--- src/design/wmr_ram.sv ---
`timescale 1ns / 1ps

module wmr_ram #(
    parameter int WIDTH = 8,
    parameter int DEPTH = 4,
    localparam int AW = (DEPTH > 1) ? $clog2(DEPTH) : 1
) (
    input  logic             clk,
    input  logic             we,
    input  logic [AW-1:0]    waddr,
    input  logic [WIDTH-1:0] wdata,
    input  logic             re,
    input  logic [AW-1:0]    raddr,
    output logic [WIDTH-1:0] rdata
);

    logic [WIDTH-1:0] mem [DEPTH];

    always_ff @(posedge clk)
    begin
        if (we)
        begin
            mem[waddr] <= wdata;
        end
        if (re)
        begin
            rdata <= mem[raddr];
        end
    end

endmodule

--- config.mk ---
export PLATFORM = sky130hd
export DESIGN_NAME = wmr_ram
export DESIGN_NICKNAME = d
export VERILOG_FILES = /design/src/design/wmr_ram.sv
export SDC_FILE = /design/constraint.sdc
export NUM_CORES = 1
export LEC_CHECK = 0
export BUFFER_PORTS_ARGS = -buffer_cell sky130_fd_sc_hd__buf_2
export CAP_MARGIN = 20
export CORE_MARGIN = 2
export CORE_UTILIZATION = 35
export DETAILED_ROUTE_END_ITERATION = 10
export PLACE_DENSITY_LB_ADDON = 0.25
export REMOVE_ABC_BUFFERS = 1
export SLEW_MARGIN = 10
export SYNTH_ARGS = -nofsm -noshare
export SYNTH_HDL_FRONTEND = slang
export SYNTH_SLANG_ARGS = --single-unit
--- constraint.sdc ---
create_clock -name clk -period 3 [get_ports clk]
set_input_delay 0.3 -clock clk [delete_from_list [all_inputs] [get_ports clk]]
set_output_delay 0.3 -clock clk [all_outputs]
set_load 0.01 [all_outputs]
==> metrics.txt <==
outcome finished, final reports clean; Chip Height 67.9 um; final setup fails 0; worst min path class primary input to flop; CTS tree built; routed wire length 2190 um; RSZ-0062 raised after global routing no; CTS Root Buffer Type clkbuf_8; WL met2 1260 um; CP Cell Sequence buf_2; cts bufs inserted 5; Setup TNS Final 0 ps; DRT iter0 DRCs 24; Max Fclk 905 MHz; worst-margin pin slew 444 ps; clk slew on worst S/H paths 70 ps; Gate power share 5.9%; crit path max fanout 1; sw frac 19.8%; Seq/Total Area, Yosys 84.1%; global-route wire length before repair 3240 um; initial antenna violation count 0; wire per inst 16.5 um; final net count 97; Clock Sinks 40; crit path capture type output port; Seq pwr share 62.8%; Slew Limit Fails 0; Buf/Inv on CP 1; CP max-delay cell edfxtp_1; CP required 2700 ps; Yosys cell types 7; vias in the first global route 624; Starting Density 36.0%; DIE AREA 4610 um2; Clock Tree Buf Depth 2; Clock Latency Late Sink 280 ps; Rows 23; gpl congestion 0.667; WL met1 801 um; Die X 67.9 um; Placed Area 1590 um2; Final period util 36.8%; Tmin final 1100 ps; ANT nets after route 0; CP peak stage delay 370 ps; max layer used met4; largest net degree at the start of global routing 13; Worst Skew 3.35 ps; Clk pwr share 31.3%; Synth Warn # 0; Vias per Instance 4.69; cell internal pwr 0.836 mW; post-cts resize count 0; Hold Buf Count CTS 0; power density over the cells 622 nW/um2; H-tree levels 2; share of cells above drive strength 1 45.8%; n_diodes 0; delay-heaviest family, CP flip-flops; grt total ovfl 0; type of origin of the critical path flop; final instance area 1680 um2; #FFs+latches synth 40; Mapped Avg Cell Area 26.5 um2; Tot GR Track Use 11.0%; slew margin rel. 70.4%; I/O pin count 23; Synth Cell Area 1430 um2; Yosys top cell area share 84.1%; DRT Pass-1 Iters 4; area delta synth->final 17.3%; Setup Fix Bufs, Post-CTS 0; Leak Pwr 0.581 nW; worst vdd rail ir drop 0.280 mV; final hold viol count 0; Sw Pwr 0.206 mW; core area 3970 um2; synth top area cells edfxtp_1 (84%), mux4_2 (13%), and3b_1 (1.2%), buf_6 (0.79%), nor3b_1 (0.53%); synthesized netlist cell count 54; max cap viols 0; # DRC 0; arrival time at the worst endpoint 800 ps; CP Class flop to output port; Via Count 624; # port buffers 22; met3 WL post-DR 80 um; dominant cell type by area after synthesis edfxtp_1
[power groups by stage]
stage	combinational [mW]	clock [mW]	sequential, mW
after floorplan	0.0235	0	0.671
after global placement	0.0604	0	0.667
after detailed placement	0.0633	0	0.668
after CTS	0.0633	0.339	0.656
after global routing	0.0677	0.358	0.658
final	0.0611	0.326	0.655
[state kept, by name, indices dropped and copies added (netlist names)]
name	count
mem	32
rdata	8
[synth_stat cells]
cell type / instances
buf_6: 1
nor3b_1: 1
and3b_1: 2
mux4_2: 8
and3_1: 1
clkbuf_2: 1
edfxtp_1: 40
[layer usage]
layer | global-route usage [%] | vias to the layer above
met5 | 0 | -
met4 | 6.75 | 0
met3 | 3.45 | 4
met2 | 20.1 | 17
met1 | 10.8 | 319
li1 | - | 284
[layout make-up]
class | count | area, um2
clock inverter | 3 | 13.8
tap | 50 | 62.6
multi-input combinational | 12 | 211
fill | 360 | 2300
clock buffer | 5 | 68.8
sequential | 40 | 1200
timing repair buffer | 23 | 118
[placed cells by master, fill, tap and decap left out]
cell type	Yosys	final
edfxtp_1	40	40
clkinv_2	0	2
buf_4	0	1
and3_1	1	1
nor3b_1	1	1
clkbuf_8	0	5
clkinv_1	0	1
and3b_1	2	2
mux4_2	8	8
buf_2	0	22
[worst paths after layout]
path         cells past startpoint                 from                   to  slack (ps)
min                              1             wdata[2]  mem[0][2]$_DFFE_PP_         240
min reg2reg                      1  mem[2][0]$_DFFE_PP_   rdata[0]$_DFFE_PP_         630
max                              1   rdata[3]$_DFFE_PP_             rdata[3]        1900
max reg2reg                      1  mem[3][2]$_DFFE_PP_   rdata[2]$_DFFE_PP_        1900
[kinds of logic (layout without fill, tap and decap cells)]
| kind of cell | after synthesis | in the layout | synth area share (%) |
|---|---|---|---|
| DFF | 40 | 40 | 84.1 |
| muxes | 8 | 8 | 12.6 |
| and+or+nand+nor | 4 | 4 | 2.19 |
| buffers and inverters | 2 | 31 | 1.14 |
[stage by stage]
step | power [mW] | util [%] | worst slack (ps) | instances | hold WS (ps)
2_1_floorplan | 0.695 | - | 1640 | 52 | 399
3_3_place_gp | 0.727 | 40.1 | 1610 | 125 | 511
3_5_place_dp | 0.732 | 40.1 | 1590 | 125 | 519
4_1_cts | 1.06 | 42.2 | 1880 | 133 | 224
5_1_grt | 1.08 | 42.2 | 1850 | 133 | 227
6_report | 1.04 | 42.2 | 1900 | 133 | 235
Power figures use the tool's default switching activity.
