## config.mk

```make
export PLATFORM = sky130hd
export DESIGN_NAME = wmr_mul
export DESIGN_NICKNAME = d
export VERILOG_FILES = /design/src/design/wmr_pkg.sv /design/src/design/wmr_mul.sv
export SDC_FILE = /design/constraint.sdc
export NUM_CORES = 2
export LEC_CHECK = 0
export BUFFER_PORTS_ARGS = -buffer_cell sky130_fd_sc_hd__buf_2
export CORE_MARGIN = 4
export CORE_UTILIZATION = 60
export DETAILED_ROUTE_END_ITERATION = 8
export GPL_TIMING_DRIVEN = 0
export HOLD_SLACK_MARGIN = 0.06
export PLACE_DENSITY = 0.85
export SLEW_MARGIN = 20
export SYNTH_ARGS = -nofsm -noshare
export SYNTH_HDL_FRONTEND = slang
export SYNTH_SLANG_ARGS = --single-unit
```

## constraint.sdc

```tcl
create_clock -name clk -period 13.4 [get_ports clk]
set_input_delay 1.34 -clock clk [delete_from_list [all_inputs] [get_ports clk]]
set_output_delay 1.34 -clock clk [all_outputs]
set_load 0.05 [all_outputs]
```

## src/design/wmr_pkg.sv

```systemverilog
`timescale 1ns / 1ps

package wmr_pkg;

    localparam int LANE_W     = 3;
    localparam int SAMPLE_W   = 64;
    localparam int RAW_W      = 32;
    localparam int GEN_W      = 32;
    localparam int MASK_W     = 8;
    localparam int CNT_W      = 32;

    localparam int SUM_W      = 128;
    localparam int SQ_W       = 128;
    localparam int RSUM_W     = 64;
    localparam int RSQ_W      = 96;

    localparam int MUL_AW     = 128;
    localparam int MUL_BW     = 64;
    localparam int MUL_PW     = MUL_AW + MUL_BW;
    localparam int DIV_W      = 128;
    localparam int ROOT_W     = 64;

    localparam int CFG_IDX_W  = 3;
    localparam int CFG_DATA_W = 32;

    // configuration register indexes
    localparam logic [CFG_IDX_W-1:0] CFG_GENERATION  = 3'd0;
    localparam logic [CFG_IDX_W-1:0] CFG_WINDOW_SIZE = 3'd1;
    localparam logic [CFG_IDX_W-1:0] CFG_LANE_MASK   = 3'd2;
    localparam logic [CFG_IDX_W-1:0] CFG_ENABLE      = 3'd3;
    localparam logic [CFG_IDX_W-1:0] CFG_DC_REMOVE   = 3'd4;
    localparam logic [CFG_IDX_W-1:0] CFG_SAMPLE_RATE = 3'd5;

    localparam logic [CNT_W-1:0]  WINDOW_SIZE_RESET = 32'd6400;
    localparam logic [MASK_W-1:0] LANE_MASK_LIMIT   = 8'h7F;

    typedef struct packed {
        logic [LANE_W-1:0]          lane;
        logic signed [SAMPLE_W-1:0] sample;
        logic signed [RAW_W-1:0]    raw;
        logic [GEN_W-1:0]           frame_gen;
        logic                       malformed;
        logic                       cycle_mode;
        logic                       close_mark;
        logic [MASK_W-1:0]          frame_mask;
    } item_t;

    typedef struct packed {
        logic [LANE_W-1:0]          out_lane;
        logic signed [SAMPLE_W-1:0] mean;
        logic [ROOT_W-1:0]          rms;
        logic [31:0]                rms_raw;
        logic [CNT_W-1:0]           window_count;
        logic [31:0]                seq_number;
        logic                       lane_valid;
        logic                       overflow;
        logic                       last;
    } result_t;

    // one accumulator memory word per lane
    typedef struct packed {
        logic [SUM_W-1:0]  sum;
        logic [SQ_W-1:0]   sq;
        logic [RSUM_W-1:0] rsum;
        logic [RSQ_W-1:0]  rsq;
    } acc_t;

endpackage

```

## src/design/wmr_mul.sv

```systemverilog
`timescale 1ns / 1ps

// 128 x 64 product from eight 32 x 32 partial products, one per cycle
module wmr_mul import wmr_pkg::*; (
    input  logic              clk,
    input  logic              rst_n,
    input  logic              start,
    input  logic [MUL_AW-1:0] a,
    input  logic [MUL_BW-1:0] b,
    output logic              done,
    output logic [MUL_PW-1:0] prod
);

    logic [MUL_AW-1:0] a_reg;
    logic [MUL_BW-1:0] b_reg;
    logic [MUL_PW-1:0] prod_reg;
    logic [2:0]        step_reg;
    logic              busy_reg;
    logic              done_reg;

    logic [63:0]       pp;
    logic [2:0]        wsh;
    logic [MUL_PW-1:0] pp_shifted;

    assign pp         = a_reg[step_reg[2:1]*32 +: 32] * b_reg[step_reg[0]*32 +: 32];
    assign wsh        = {1'b0, step_reg[2:1]} + {2'b00, step_reg[0]};
    assign pp_shifted = {{(MUL_PW-64){1'b0}}, pp} << {wsh, 5'b00000};

    always_ff @(posedge clk or negedge rst_n)
    begin
        if (!rst_n)
        begin
            busy_reg <= 1'b0;
            done_reg <= 1'b0;
            step_reg <= '0;
        end
        else
        begin
            done_reg <= 1'b0;
            if (start)
            begin
                busy_reg <= 1'b1;
                step_reg <= '0;
            end
            else if (busy_reg)
            begin
                step_reg <= step_reg + 3'd1;
                if (step_reg == 3'd7)
                begin
                    busy_reg <= 1'b0;
                    done_reg <= 1'b1;
                end
            end
        end
    end

    always_ff @(posedge clk)
    begin
        if (start)
        begin
            a_reg    <= a;
            b_reg    <= b;
            prod_reg <= '0;
        end
        else if (busy_reg)
        begin
            prod_reg <= prod_reg + pp_shifted;
        end
    end

    assign done = done_reg;
    assign prod = prod_reg;

endmodule

```

==> metrics.txt <==
Synth Register Bits roughly 390; CP max-delay cell fa_2; post-synthesis cell count 7250; asr flop ratio synth 1.29%; Slew Limit Headroom 11.3%; Final ANT Viol Nets 0; Worst-path clk slew 0.06 ns; Netlist cell types 95; row cnt 116; Worst-Skew Late Latency 0.70 ns; Core Area approximately 0.10 mm2; synthesized cell area 0.0613 mm2; Post-CTS Hold Buffers 0; initial DRC count 8930; clock net sink count slightly below 400; Post-Route Setup TNS -0.523 ns; GRT Residual Overflow 0; Final period util 101%; vias in the first global route 61069; outcome finished with violations; YS warnings 0; largest net degree at the start of global routing between 100 and 150; first-pass GRT wire length 416000 um; cts bufs inserted 47; post-layout min period 13.52 ns; IO Port Bufs 387; syn_nets 8798; number of max-cap violations 0; final WL 294000 um; crit start category register; Hold WC Path Type register to register; failing checks DRC, setup timing; dpl hpwl 239000 um; Initial Util between 60% and 70%; Setup WS post-layout -0.117 ns; Final Hold Viols 0; synth-to-layout area growth 13.4%; Worst Hold Slack about 0.47 ns; Post-synth EDFFs 192; final core occ around 69%; max reg flops 192; Final Max Tran Viols 0; vias per cell a little under 7; Die X 328 um; H-tree level count 2; Primary FF master, synth edfxtp_1; Worst Path Required 13.95 ns; Seq/Total Area, Yosys around 16%; initial antenna violation count 26; clk_skew 0.0634 ns; Top Ports between 300 and 400; Max Clk Rate 0.0740 GHz; CP endpoint kind register; routability cong. 1.14; Remaining DRCs 68; clk buf depth 3; nets@finish between 9000 and 10000; CP Data Arrival Time 14.07 ns; Max stage delay on crit path 0.73 ns; GRT Overall Usage 53.9%; RSZ-0062 raised after global routing yes; critical path class register to register; die area between 0.1 and 0.15 mm2; Avg Cell Area, Syn 8.46 um2; detailed-route via count 61727; fillcell total 7991; Chip Height 328 um; worst-path fanout max 10; share of layout cells above drive strength 1 13.8%; Final Setup Violations 13; root buffer cell clkbuf_16; crit-path most repeated cell fa_1; Worst-Margin Slew 1.33 ns; CTS tree yes; drt pass-1 iters 9; WL/cell 32.1 um
## placed cells by master, fill, tap and decap left out, types with 22 or more instances in the layout
master,netlist,routed
nor2_1,1016,1006
inv_1,944,944
fa_1,897,895
nand2_1,859,857
ha_1,456,445
buf_2,33,431
a21oi_1,428,406
o21ai_0,295,258
edfxtp_1,192,192
dfxtp_1,192,192
clkbuf_1,332,185
mux2i_1,162,133
xnor2_1,150,133
nand4_1,124,124
a21o_1,112,112
buf_4,0,94
xor2_1,92,82
o21bai_1,74,72
mux2_2,71,61
o22ai_1,69,61
nor3_1,68,58
clkbuf_2,2,54
nand3_1,54,54
clkbuf_16,0,50
o21a_1,69,48
o21ai_1,46,44
nand2b_1,44,44
and2_1,44,43
a31oi_1,40,34
clkbuf_4,0,27
buf_6,0,24
and4_1,24,24
o21ai_2,0,22
o211ai_1,22,22
## cells by family after synthesis
| kind of cell | after synthesis | share of synthesized area (%) |
|---|---|---|
| xor gates and xnor gates | 242 | 3.46 |
| muxes | 234 | 3.99 |
| and+or+nand+nor | 2351 | 16.3 |
| adders and majority gates | 1353 | 38.6 |
| AOI/OAI and AO/OA | 1344 | 13.5 |
| DFF | 389 | 15.9 |
| buffers and inverters | 1337 | 8.26 |
## layout make-up
cell class / count / area, um2 / share of cell area (%)
clock buffer: 63 / 1310 / 1.88
multi-input combinational: 5524 / 48200 / 69.3
buffer: 354 / 1850 / 2.66
antenna: 20 / 50.0 / 0.0720
inverter: 944 / 3540 / 5.10
clock inverter: 21 / 219 / 0.315
timing repair buffer: 489 / 2910 / 4.19
sequential: 389 / 9740 / 14.0
tap: 1357 / 1700 / 2.44
## cells in the mapped netlist, types with 124 or more instances
cell type / instances / area, um2
nand4_1: 124 / 776
ha_1: 456 / 5710
nor2_1: 1016 / 3810
nand2_1: 859 / 3220
xnor2_1: 150 / 1310
a21oi_1: 428 / 2140
inv_1: 944 / 3540
edfxtp_1: 192 / 5770
o21ai_0: 295 / 1480
dfxtp_1: 192 / 3840
fa_1: 897 / 18000
mux2i_1: 162 / 1620
clkbuf_1: 332 / 1250
## per-layer routing
metal | part of all wire (%) | wire (um) | GRT usage, %
met1 | 33 | 96800 | 63.4
met2 | 40 | 117000 | 75.3
met3 | 16 | 47200 | 25.1
met4 | 11 | 32700 | 43.2
met5 | 0.14 | 412 | 0.951
## per-stage QoR
step	std cells	setup slack, ns	cell area (um2)
final	9161	-0.117	69500
after global routing	9141	-0.144	69500
after CTS	9118	0.000113	68200
after detailed placement	9014	-3.35	65400
after global placement	8994	-4.48	64900
after floorplan	7250	1.51	61300
## what timing repair did
item / in CTS / in global routing
setup buffers: 34 / 48
resized for setup: 327 / 292
pin swaps: 12 / 27
gates cloned: 0 / 0
endpoints found under the setup margin: 162 / 117
## final timing paths
check / to / cells after the start / slack [ns] / from
min in group asynchronous: done / 1 / 0.54 / rst_n
worst min-delay path: prod[122] / 2 / 0.47 / prod[122]
worst max register to register: prod[191] / 45 / -0.12 / step_reg[1]
worst min register to register: prod[122] / 2 / 0.47 / prod[122]
worst max-delay path: prod[191] / 45 / -0.12 / step_reg[1]
max in group asynchronous: step_reg[2] / 1 / 12.62 / rst_n
## worst max-delay path, delay by kind of cell, from the launching register on
family	cells	cell delay, ns
fa+ha+maj	10	4.45
mux	1	0.15
buf+inv	7	1.62
simple gates	8	1.46
compound gates	17	4.67
flops	1	0.46
xor+xnor	2	0.54
Power is left out: the tool's default activity adds up to more than one toggle a clock period on the data nets, which glitch-free logic cannot reach.
