$ cat config.mk
export PLATFORM = sky130hd
export DESIGN_NAME = wmr_sqrt
export DESIGN_NICKNAME = d
export VERILOG_FILES = /design/src/design/wmr_pkg.sv /design/src/design/wmr_sqrt.sv
export SDC_FILE = /design/constraint.sdc
export NUM_CORES = 1
export LEC_CHECK = 0
export ABC_AREA = 1
export BUFFER_PORTS_ARGS = -buffer_cell sky130_fd_sc_hd__buf_2
export CORE_MARGIN = 4
export CORE_UTILIZATION = 38
export CTS_CLUSTER_DIAMETER = 50
export DETAILED_ROUTE_END_ITERATION = 8
export GPL_TIMING_DRIVEN = 0
export HOLD_SLACK_MARGIN = 0.15
export PLACE_DENSITY_LB_ADDON = 0.05
export SETUP_SLACK_MARGIN = 0.4
export SYNTH_ARGS = -nofsm -noshare
export SYNTH_HDL_FRONTEND = slang
export SYNTH_SLANG_ARGS = --single-unit
$ cat constraint.sdc
create_clock -name clk -period 7.29 [get_ports clk]
set_input_delay 0.729 -clock clk [delete_from_list [all_inputs] [get_ports clk]]
set_output_delay 0.729 -clock clk [all_outputs]
set_load 0.02 [all_outputs]
$ cat src/design/wmr_pkg.sv
`timescale 1ns / 1ps

package wmr_pkg;

    localparam int LANE_W     = 3;
    localparam int SAMPLE_W   = 64;
    localparam int RAW_W      = 32;
    localparam int GEN_W      = 32;
    localparam int MASK_W     = 8;
    localparam int CNT_W      = 32;

    localparam int SUM_W      = 128;
    localparam int SQ_W       = 128;
    localparam int RSUM_W     = 64;
    localparam int RSQ_W      = 96;

    localparam int MUL_AW     = 128;
    localparam int MUL_BW     = 64;
    localparam int MUL_PW     = MUL_AW + MUL_BW;
    localparam int DIV_W      = 128;
    localparam int ROOT_W     = 64;

    localparam int CFG_IDX_W  = 3;
    localparam int CFG_DATA_W = 32;

    // configuration register indexes
    localparam logic [CFG_IDX_W-1:0] CFG_GENERATION  = 3'd0;
    localparam logic [CFG_IDX_W-1:0] CFG_WINDOW_SIZE = 3'd1;
    localparam logic [CFG_IDX_W-1:0] CFG_LANE_MASK   = 3'd2;
    localparam logic [CFG_IDX_W-1:0] CFG_ENABLE      = 3'd3;
    localparam logic [CFG_IDX_W-1:0] CFG_DC_REMOVE   = 3'd4;
    localparam logic [CFG_IDX_W-1:0] CFG_SAMPLE_RATE = 3'd5;

    localparam logic [CNT_W-1:0]  WINDOW_SIZE_RESET = 32'd6400;
    localparam logic [MASK_W-1:0] LANE_MASK_LIMIT   = 8'h7F;

    typedef struct packed {
        logic [LANE_W-1:0]          lane;
        logic signed [SAMPLE_W-1:0] sample;
        logic signed [RAW_W-1:0]    raw;
        logic [GEN_W-1:0]           frame_gen;
        logic                       malformed;
        logic                       cycle_mode;
        logic                       close_mark;
        logic [MASK_W-1:0]          frame_mask;
    } item_t;

    typedef struct packed {
        logic [LANE_W-1:0]          out_lane;
        logic signed [SAMPLE_W-1:0] mean;
        logic [ROOT_W-1:0]          rms;
        logic [31:0]                rms_raw;
        logic [CNT_W-1:0]           window_count;
        logic [31:0]                seq_number;
        logic                       lane_valid;
        logic                       overflow;
        logic                       last;
    } result_t;

    // one accumulator memory word per lane
    typedef struct packed {
        logic [SUM_W-1:0]  sum;
        logic [SQ_W-1:0]   sq;
        logic [RSUM_W-1:0] rsum;
        logic [RSQ_W-1:0]  rsq;
    } acc_t;

endpackage

$ cat src/design/wmr_sqrt.sv
`timescale 1ns / 1ps

// digit-by-digit floor square root, one root bit per cycle
module wmr_sqrt import wmr_pkg::*; (
    input  logic              clk,
    input  logic              rst_n,
    input  logic              start,
    input  logic [DIV_W-1:0]  rad,
    output logic              done,
    output logic [ROOT_W-1:0] root
);

    localparam int REM_W = ROOT_W + 4;

    logic [DIV_W-1:0]  rad_reg;
    logic [REM_W-1:0]  rem_reg;
    logic [ROOT_W-1:0] root_reg;
    logic [5:0]        cnt_reg;
    logic              busy_reg;
    logic              done_reg;

    logic [REM_W-1:0]  r2;
    logic [REM_W-1:0]  trial;
    logic [REM_W:0]    diff;
    logic              ge;

    assign r2    = {rem_reg[REM_W-3:0], rad_reg[DIV_W-1:DIV_W-2]};
    assign trial = {2'b00, root_reg, 2'b01};
    assign diff  = {1'b0, r2} - {1'b0, trial};
    assign ge    = !diff[REM_W];

    always_ff @(posedge clk or negedge rst_n)
    begin
        if (!rst_n)
        begin
            busy_reg <= 1'b0;
            done_reg <= 1'b0;
            cnt_reg  <= '0;
        end
        else
        begin
            done_reg <= 1'b0;
            if (start)
            begin
                busy_reg <= 1'b1;
                cnt_reg  <= '0;
            end
            else if (busy_reg)
            begin
                cnt_reg <= cnt_reg + 6'd1;
                if (cnt_reg == 6'd63)
                begin
                    busy_reg <= 1'b0;
                    done_reg <= 1'b1;
                end
            end
        end
    end

    always_ff @(posedge clk)
    begin
        if (start)
        begin
            rad_reg  <= rad;
            rem_reg  <= '0;
            root_reg <= '0;
        end
        else if (busy_reg)
        begin
            rad_reg  <= {rad_reg[DIV_W-3:0], 2'b00};
            rem_reg  <= ge ? diff[REM_W-1:0] : r2;
            root_reg <= {root_reg[ROOT_W-2:0], ge};
        end
    end

    assign done = done_reg;
    assign root = root_reg;

endmodule

==> flow_metrics.py <==
metrics = {
    "status": {
        "status": "finished clean",
    },
    "cells_and_area": {
        "design_area_um2": 19300,
        "regArea_um2": 6650,
        "fin_util_pct": 45.7,
        "layout.cells.most_common": "nand2_1",
        "multiInputGateArea_um2": 7960,
        "area_growth_pct": 17.7,
        "largest_register_ffs": 128,
        "fillers": 4611,
        "antennaDiodeCount": 0,
        "fin_nets": 2889,
        "final_cell_mix": "nand2_1, inv_1, buf_2, nor2_1, dfxtp_1",
        "drive_gt1_share_pct": 10.9,
    },
    "setup_path": {
        "path_cells": "clkinv_1, nor2_1, clkinv_1, clkbuf_1, buf_1, o22ai_1",
        "crit_top_cell": "clkinv_1",
        "crit_buf_inv": 4,
        "worstSetupEndpointType": "flop",
        "required_ns": 7.74,
        "start_kind": "flop",
        "worstPathArrival_ns": 3.83,
        "critPathKind": "flop to flop",
        "crit_path_max_incr_delay_ns": 1.08,
        "crit_fanout": 10,
        "critical-path-top-delay-family": "buffers and inverters",
        "crit_slowest_cell": "nor2_1",
    },
    "route": {
        "dr.max_layer_used": "met4",
        "wl_mm": 52.5,
        "routed-wl-met3_mm": 2.98,
        "drcViolationCount": 0,
        "num_vias": 15500,
        "drt_iter0_drc": 1018,
        "wl_met1_mm": 24.3,
        "vias_per_cell": 4.69,
        "ant_nets": 0,
        "met2_length_mm": 23.5,
        "first_pass_iters": 5,
        "wl_per_cell_um": 15.9,
    },
    "synthesis": {
        "synth_edf_count": 128,
        "ys_seq_area_share_pct": 40.5,
        "synth_ff_type": "dfxtp_1",
        "ys_types": 42,
        "yosys_warnings": 0,
        "yosys_register_bits": 266,
        "avgSynthCellArea_um2": 6.68,
        "synthArstFlopShare_pct": 3.01,
        "netlist_area_um2": 16400,
        "syn_inst": 2455,
        "syn-num-nets": 2652,
    },
    "global_routing": {
        "grt_max_degree": 64,
        "track_usage_pct": 22.3,
        "grt_pass1_vias": 15300,
        "grt.overflow.total": 0,
        "grt_antenna_before_repair": 0,
        "grt_pass1_wl_mm": 82.2,
    },
    "power_and_ir_drop": {
        "power_density_nw_per_um2": 444,
        "irDropWorstVdd_uv": 198,
        "power.leakage_uw": 0.0103,
    },
    "cts": {
        "post_cts_resized": 0,
        "cts_sinks": 266,
        "cts_tree": "yes",
        "path_clk_slew_ns": 0.06,
        "hold_buffers": 1,
        "clock_latency_ns": 0.54,
        "cts_buffer_depth": 3,
        "cts_root_buffer": "clkbuf_16",
        "htree_num_levels": 2,
        "postCtsSetupBuffers": 0,
        "cts-buffers-inserted": 36,
    },
    "die": {
        "die_area_um2": 46600,
        "die_h_um": 216,
        "io_pins": 196,
        "fp-row-count": 75,
        "die_w_um": 216,
        "coreArea_um2": 42300,
        "start_util_pct": 38.8,
    },
    "flow_run": {
        "drv_cap": 0,
    },
    "placed_design": {
        "port_buffers": 195,
        "postPlaceCellArea_um2": 18200,
        "hpwl_mm": 42.6,
        "place_congestion": 0.950,
    },
    "timing": {
        "relSlewSlack_pct": 11.1,
        "tns_ns": 0,
        "finalSetupViolations": 0,
        "worst_pin_slew_ns": 1.33,
        "skew_ns": 0.0213,
        "post-route-period-util_pct": 46.4,
        "period_needed_ns": 3.38,
        "hold_viol": 0,
        "rsz0062_at_grt": "false",
        "fmax_ghz": 0.296,
        "slew_violations": 0,
    },
    "min_path": {
        "min_path_type": "input port to flop",
    },
}
## worst register-to-register path, stage by stage, from the launching register on
cell and delay (ns):
dfrtp_1 0.34, clkinv_1 0.25, nor2_1 1.08, clkinv_1 0.57, clkbuf_1 0.48, buf_1 0.37, o22ai_1 0.20
## final cells by class
class / instances / share of cell area [%]
clock buffer: 45 / 4.89
inverter: 399 / 7.75
buffer: 67 / 1.63
tap: 577 / 3.74
clock inverter: 19 / 0.991
multi-input combinational: 1723 / 41.2
sequential: 266 / 34.4
timing repair buffer: 199 / 5.43
## final timing paths
check | slack (ns) | start | to | cells after the start
max reg2reg | 3.91 | busy_reg | root[60] | 6
min reg2reg | 0.47 | rem_reg[25] | rem_reg[25] | 2
min in group asynchronous | 0.60 | rst_n | done | 2
max in group asynchronous | 6.51 | rst_n | cnt_reg[0] | 2
min | 0.46 | rad[80] | rad_reg[80] | 3
max | 3.91 | busy_reg | root[60] | 6
## power by group
part,switching [uW],internal [uW]
Sequential,135,1800
Combinational,3340,1590
Clock,671,1030
Total,4150,4420
## logic make-up (layout without fill, tap and decap cells)
logic type / count (synthesis) / count (layout) / synth area share [%]
simple gates: 1392 / 1392 / 33.5
buf+inv: 466 / 729 / 11.0
flops: 266 / 266 / 40.5
compound gates: 230 / 230 / 8.10
fa+ha+maj: 66 / 66 / 5.03
xor+xnor: 35 / 35 / 1.87
## through the flow
| step | power, uW | worst slack (ns) | hold slack [ns] | std cells |
|---|---|---|---|---|
| 2_1_floorplan | 5390 | 2.10 | 0.433 | 2455 |
| 3_3_place_gp | 6830 | -0.693 | 0.460 | 3227 |
| 3_5_place_dp | 6830 | 3.67 | 0.462 | 3230 |
| 4_1_cts | 8580 | 3.84 | 0.435 | 3295 |
| 5_1_grt | 9320 | 3.72 | 0.441 | 3295 |
| 6_report | 8570 | 3.91 | 0.462 | 3295 |
## cell usage after synthesis, drive strengths merged (5+ instances only)
cell,count,area [um^2]
a21oi,77,389
buf,15,115
clkbuf,52,195
clkinv,5,18.8
dfrtp,8,200
dfxtp,130,2600
edfxtp,128,3840
ha,66,826
inv,394,1480
nand2,1083,4080
nand3,95,480
nand3b,6,45.0
nand4,19,119
nor2,165,637
nor3,10,50.1
o211ai,22,165
o21ai,51,255
o21bai,9,67.6
o22ai,63,394
or2,8,50.1
xnor2,34,298
## routing by layer
layer  track usage, %  up-vias
met5                0        -
met4             7.37        0
met3             4.36       75
met2             36.6      377
met1             29.4     6879
li1                 -     8135
(Power assumes the default switching activity.)
