--- config.mk ---
export PLATFORM = sky130hd
export DESIGN_NAME = wmr_div
export DESIGN_NICKNAME = d
export VERILOG_FILES = /design/src/design/wmr_pkg.sv /design/src/design/wmr_div.sv
export SDC_FILE = /design/constraint.sdc
export NUM_CORES = 1
export LEC_CHECK = 0
export BUFFER_PORTS_ARGS = -buffer_cell sky130_fd_sc_hd__buf_2
export CORE_ASPECT_RATIO = 0.75
export CORE_MARGIN = 3
export CORE_UTILIZATION = 59
export DETAILED_ROUTE_END_ITERATION = 16
export PLACE_DENSITY = 0.81
export SLEW_MARGIN = 0
export SYNTH_ARGS = -nofsm -noshare
export SYNTH_HDL_FRONTEND = slang
export SYNTH_SLANG_ARGS = --single-unit
--- constraint.sdc ---
create_clock -name clk -period 4.45 [get_ports clk]
set_clock_uncertainty 0.2 [all_clocks]
set_input_delay 0.445 -clock clk [delete_from_list [all_inputs] [get_ports clk]]
set_output_delay 0.445 -clock clk [all_outputs]
set_load 0.01 [all_outputs]
--- src/design/wmr_pkg.sv ---
`timescale 1ns / 1ps

package wmr_pkg;

    localparam int LANE_W     = 3;
    localparam int SAMPLE_W   = 64;
    localparam int RAW_W      = 32;
    localparam int GEN_W      = 32;
    localparam int MASK_W     = 8;
    localparam int CNT_W      = 32;

    localparam int SUM_W      = 128;
    localparam int SQ_W       = 128;
    localparam int RSUM_W     = 64;
    localparam int RSQ_W      = 96;

    localparam int MUL_AW     = 128;
    localparam int MUL_BW     = 64;
    localparam int MUL_PW     = MUL_AW + MUL_BW;
    localparam int DIV_W      = 128;
    localparam int ROOT_W     = 64;

    localparam int CFG_IDX_W  = 3;
    localparam int CFG_DATA_W = 32;

    // configuration register indexes
    localparam logic [CFG_IDX_W-1:0] CFG_GENERATION  = 3'd0;
    localparam logic [CFG_IDX_W-1:0] CFG_WINDOW_SIZE = 3'd1;
    localparam logic [CFG_IDX_W-1:0] CFG_LANE_MASK   = 3'd2;
    localparam logic [CFG_IDX_W-1:0] CFG_ENABLE      = 3'd3;
    localparam logic [CFG_IDX_W-1:0] CFG_DC_REMOVE   = 3'd4;
    localparam logic [CFG_IDX_W-1:0] CFG_SAMPLE_RATE = 3'd5;

    localparam logic [CNT_W-1:0]  WINDOW_SIZE_RESET = 32'd6400;
    localparam logic [MASK_W-1:0] LANE_MASK_LIMIT   = 8'h7F;

    typedef struct packed {
        logic [LANE_W-1:0]          lane;
        logic signed [SAMPLE_W-1:0] sample;
        logic signed [RAW_W-1:0]    raw;
        logic [GEN_W-1:0]           frame_gen;
        logic                       malformed;
        logic                       cycle_mode;
        logic                       close_mark;
        logic [MASK_W-1:0]          frame_mask;
    } item_t;

    typedef struct packed {
        logic [LANE_W-1:0]          out_lane;
        logic signed [SAMPLE_W-1:0] mean;
        logic [ROOT_W-1:0]          rms;
        logic [31:0]                rms_raw;
        logic [CNT_W-1:0]           window_count;
        logic [31:0]                seq_number;
        logic                       lane_valid;
        logic                       overflow;
        logic                       last;
    } result_t;

    // one accumulator memory word per lane
    typedef struct packed {
        logic [SUM_W-1:0]  sum;
        logic [SQ_W-1:0]   sq;
        logic [RSUM_W-1:0] rsum;
        logic [RSQ_W-1:0]  rsq;
    } acc_t;

endpackage

--- src/design/wmr_div.sv ---
`timescale 1ns / 1ps

// restoring divider, one quotient bit per cycle
module wmr_div import wmr_pkg::*; (
    input  logic             clk,
    input  logic             rst_n,
    input  logic             start,
    input  logic [DIV_W-1:0] num,
    input  logic [DIV_W-1:0] den,
    output logic             done,
    output logic [DIV_W-1:0] quo
);

    logic [DIV_W-1:0] n_reg;
    logic [DIV_W-1:0] d_reg;
    logic [DIV_W:0]   rem_reg;
    logic [DIV_W-1:0] quo_reg;
    logic [6:0]       cnt_reg;
    logic             busy_reg;
    logic             done_reg;

    logic [DIV_W:0]   r2;
    logic [DIV_W+1:0] diff;
    logic             ge;

    assign r2   = {rem_reg[DIV_W-1:0], n_reg[DIV_W-1]};
    assign diff = {1'b0, r2} - {2'b00, d_reg};
    assign ge   = !diff[DIV_W+1];

    always_ff @(posedge clk or negedge rst_n)
    begin
        if (!rst_n)
        begin
            busy_reg <= 1'b0;
            done_reg <= 1'b0;
            cnt_reg  <= '0;
        end
        else
        begin
            done_reg <= 1'b0;
            if (start)
            begin
                busy_reg <= 1'b1;
                cnt_reg  <= '0;
            end
            else if (busy_reg)
            begin
                cnt_reg <= cnt_reg + 7'd1;
                if (cnt_reg == 7'd127)
                begin
                    busy_reg <= 1'b0;
                    done_reg <= 1'b1;
                end
            end
        end
    end

    always_ff @(posedge clk)
    begin
        if (start)
        begin
            n_reg   <= num;
            d_reg   <= den;
            rem_reg <= '0;
            quo_reg <= '0;
        end
        else if (busy_reg)
        begin
            n_reg   <= {n_reg[DIV_W-2:0], 1'b0};
            rem_reg <= ge ? diff[DIV_W:0] : r2;
            quo_reg <= {quo_reg[DIV_W-2:0], ge};
        end
    end

    assign done = done_reg;
    assign quo  = quo_reg;

endmodule

==> impl_metrics.py <==
metrics = {
    "outcome": {
        "status": "finished clean",
    },
    "sta": {
        "period_needed_ns": 4.32,
        "period_share_pct": 97.0,
        "slew_headroom_pct": 21.6,
        "finalSetupViolations": 0,
        "fin_setup_tns_ns": 0,
        "clock.fmax_ghz": 0.232,
        "rsz0062_at_grt": "no",
        "hold_viol": 0,
        "maxSlewViolCount": 0,
        "worst_pin_slew_ns": 1.18,
    },
    "clock_network": {
        "root_buffer": "clkbuf_16",
        "clk_latency_ns": 0.62,
        "cts_buffers": 49,
        "cts.clk_slew.worst_paths_ns": 0.08,
        "cts_tree": "done",
        "h-tree-depth": 2,
        "clockBufferDepth": 3,
        "cts_sinks": 521,
    },
    "die": {
        "rows": 69,
        "start_util_pct": 60.2,
        "die_h_um": 197,
        "die_x_um": 261,
        "coreArea_mm2": 0.0478,
        "die-area_mm2": 0.0515,
        "pin_count": 388,
    },
    "yosys": {
        "yosysMostFrequentCell": "nor2_1",
        "yosysTopAreaCell": "edfxtp_1",
        "postSynthAreaPerCell_um2": 9.44,
        "async_reset_ff_share_pct": 1.73,
        "synth_area_mm2": 0.0288,
        "yosys-top-cells-count": "348 x nor2_1, 327 x nand2_1, 256 x dfxtp_1, 256 x edfxtp_1, 244 x a21oi_1",
        "ys_top_cells_by_area": "edfxtp_1 27%, dfxtp_1 18%, ha_1 5.6%, mux2_2 5.0%, mux2i_1 4.8%",
        "seq_area_frac_synth_pct": 45.3,
        "synth-main-ff-cell": "edfxtp_1",
        "synth-seq-cells": 521,
        "synth_nets": 3441,
        "synth_top_area_share_pct": 26.7,
        "ys_types": 84,
        "synthCells": 3052,
        "yosysWarnings": 0,
        "synth_edf_count": 256,
    },
    "power_and_ir_drop": {
        "clkPwrFrac_pct": 23.5,
        "switching_power_mw": 7.74,
        "total_power_mw": 19.0,
        "power.share.sequential_pct": 33.2,
        "max-vdd-ir-drop_uv": 551,
        "pwr_density_cell_mw_per_mm2": 533,
        "power_frac_comb_pct": 43.3,
        "p_int_mw": 11.2,
        "leakage_nw": 15.8,
        "swShare_pct": 40.8,
    },
    "worst_setup_path": {
        "worstReg2RegEnd": "rem_reg[88]",
        "crit_arrival_ns": 4.60,
        "worstSetupPathType": "reg -> reg",
        "cp_cell_sequence": "inv_1, ha_1, a2111o_1, o2111ai_2, a31oi_1, a31oi_2, o221ai_4, nand4_1, o211a_4, buf_4, nand2_1, a311oi_1",
        "endpoint_kind": "flip-flop",
        "cp_slowest_cell": "a2111o_1",
        "crit_path_max_incr_delay_ns": 0.50,
        "path_max_fanout": 24,
        "rr_worst_depth": 12,
        "r2r_start": "d_reg[6]",
        "crit_required_ns": 4.73,
        "cp-start-kind": "flip-flop",
        "r2r_slack_ns": 0.13,
    },
    "grt": {
        "global_route.overflow_total": 0,
        "grt_max_degree": 189,
        "grt_pass1_wl_mm": 147,
        "grt_antenna_before_repair": 11,
        "grt_pass1_vias": 25917,
        "track_usage_pct": 36.4,
    },
    "route": {
        "antenna_left": 0,
        "routed_wl_mm": 98.3,
        "num_vias": 26723,
        "dr.pass1.iters": 8,
        "drc": 0,
        "via_per_inst": 6.19,
        "initialDrtViolationCount": 2832,
        "routedWlPerCell_um": 22.7,
    },
    "place": {
        "dp_hpwl_mm": 62.8,
        "dpl.cell_count": 3953,
        "dpl-instance-area_mm2": 0.0313,
        "gp_congestion": 0.999,
        "portBuffers": 387,
    },
    "layout": {
        "final_cell_area_mm2": 0.0356,
        "drive_gt1_share_pct": 18.9,
        "seq_area_mm2": 0.0130,
        "instances_no_fill": 4320,
        "fill_cells": 3260,
        "area_delta_synth_final_pct": 23.6,
        "multi_input_area_mm2": 0.0144,
        "final_util_pct": 74.4,
        "nets": 4014,
    },
    "min_path": {
        "min_path_type": "in -> async",
    },
    "run": {
        "max_cap_violations": 0,
    },
}
==> power groups by stage <==
stage | registers, mW | clock network, mW | logic, mW
6_report | 6.29 | 4.46 | 8.20
5_1_grt | 6.35 | 4.65 | 8.84
4_1_cts | 6.23 | 4.35 | 7.81
3_5_place_dp | 6.32 | 0 | 7.56
3_3_place_gp | 6.27 | 0 | 7.46
2_1_floorplan | 6.17 | 0 | 5.60
==> worst max-delay path by stage <==
| stage | from | endpoint | slack, ns |
|---|---|---|---|
| 6_report | d_reg[6] | rem_reg[88] | 0.13 |
| 3_5_place_dp | d_reg[42] | rem_reg[126] | 0.09 |
| 5_1_grt | d_reg[59] | rem_reg[117] | 0.03 |
| 4_1_cts | d_reg[42] | rem_reg[126] | 0.03 |
| 2_1_floorplan | busy_reg | n_reg[0] | 0.38 |
| 3_3_place_gp | d_reg[42] | rem_reg[126] | 0.05 |
==> critical path: cells and delay by family, from the launching register on <==
family	cells	cell delay [ns]
buffers and inverters	2	0.42
adder cells (fa/ha/maj)	1	0.39
flip-flops	1	0.34
AO/OA/AOI/OAI	7	2.48
AND/OR/NAND/NOR	2	0.34
==> cell usage in the layout (no fill, tap or decap), drive strengths merged, types with 16 or more instances in the layout <==
master | synthesis | layout
dlygate4sd3 | 0 | 257
a211oi | 18 | 18
o21ai | 148 | 148
nor4 | 16 | 16
nor2 | 348 | 348
buf | 85 | 445
o21bai | 36 | 36
nor3 | 37 | 37
inv | 176 | 181
nand3 | 29 | 29
o21a | 32 | 32
mux2i | 137 | 137
a311oi | 73 | 73
nand4 | 74 | 74
mux2 | 129 | 129
a21o | 50 | 50
ha | 129 | 129
edfxtp | 256 | 256
xnor2 | 66 | 66
a21oi | 245 | 245
nand2 | 328 | 328
clkbuf | 96 | 67
dfxtp | 256 | 256
a31oi | 29 | 29
xor2 | 47 | 47
==> metal layers <==
| metal | global-route usage [%] | up-vias | routed length (um) |
|---|---|---|---|
| li1 | - | 12161 | - |
| met4 | 18.3 | 2 | 5520 |
| met1 | 47.3 | 12611 | 38000 |
| met3 | 6.57 | 346 | 9140 |
| met5 | 0 | - | 8 |
| met2 | 59.0 | 1603 | 45600 |
==> kinds of logic after synthesis <==
group	after synthesis	share of synthesized area [%]
compound gates	752	16.9
mux	266	9.80
buf+inv	357	5.04
simple gates	913	13.9
xor+xnor	113	3.44
flops	521	45.3
fa+ha+maj	130	5.67
==> what timing repair did <==
action | CTS | global route
setup buffers | 0 | 2
endpoints found under the hold margin | 264 | 1
endpoints found under the setup margin | 0 | 26
hold buffers | 256 | 1
resized for setup | 0 | 8
==> layout make-up <==
cell class / count / area share, %
clock inverters: 25 / 0.679
repair buffers: 702 / 14.1
inverters: 176 / 1.86
well taps: 639 / 2.25
multi-input cells: 2175 / 40.4
diodes: 15 / 0.105
clock buffers: 67 / 3.95
flip-flops and latches: 521 / 36.6
==> metrics by stage <==
| step | setup slack, ns | hold slack, ns |
|---|---|---|
| 3_5_place_dp | 0.0941 | 0.103 |
| 2_1_floorplan | 0.383 | -0.0506 |
| 6_report | 0.132 | 0.0607 |
| 3_3_place_gp | 0.0516 | 0.0965 |
| 5_1_grt | 0.0303 | 0.0569 |
| 4_1_cts | 0.0279 | 0.00240 |
(Power assumes the default switching activity.)
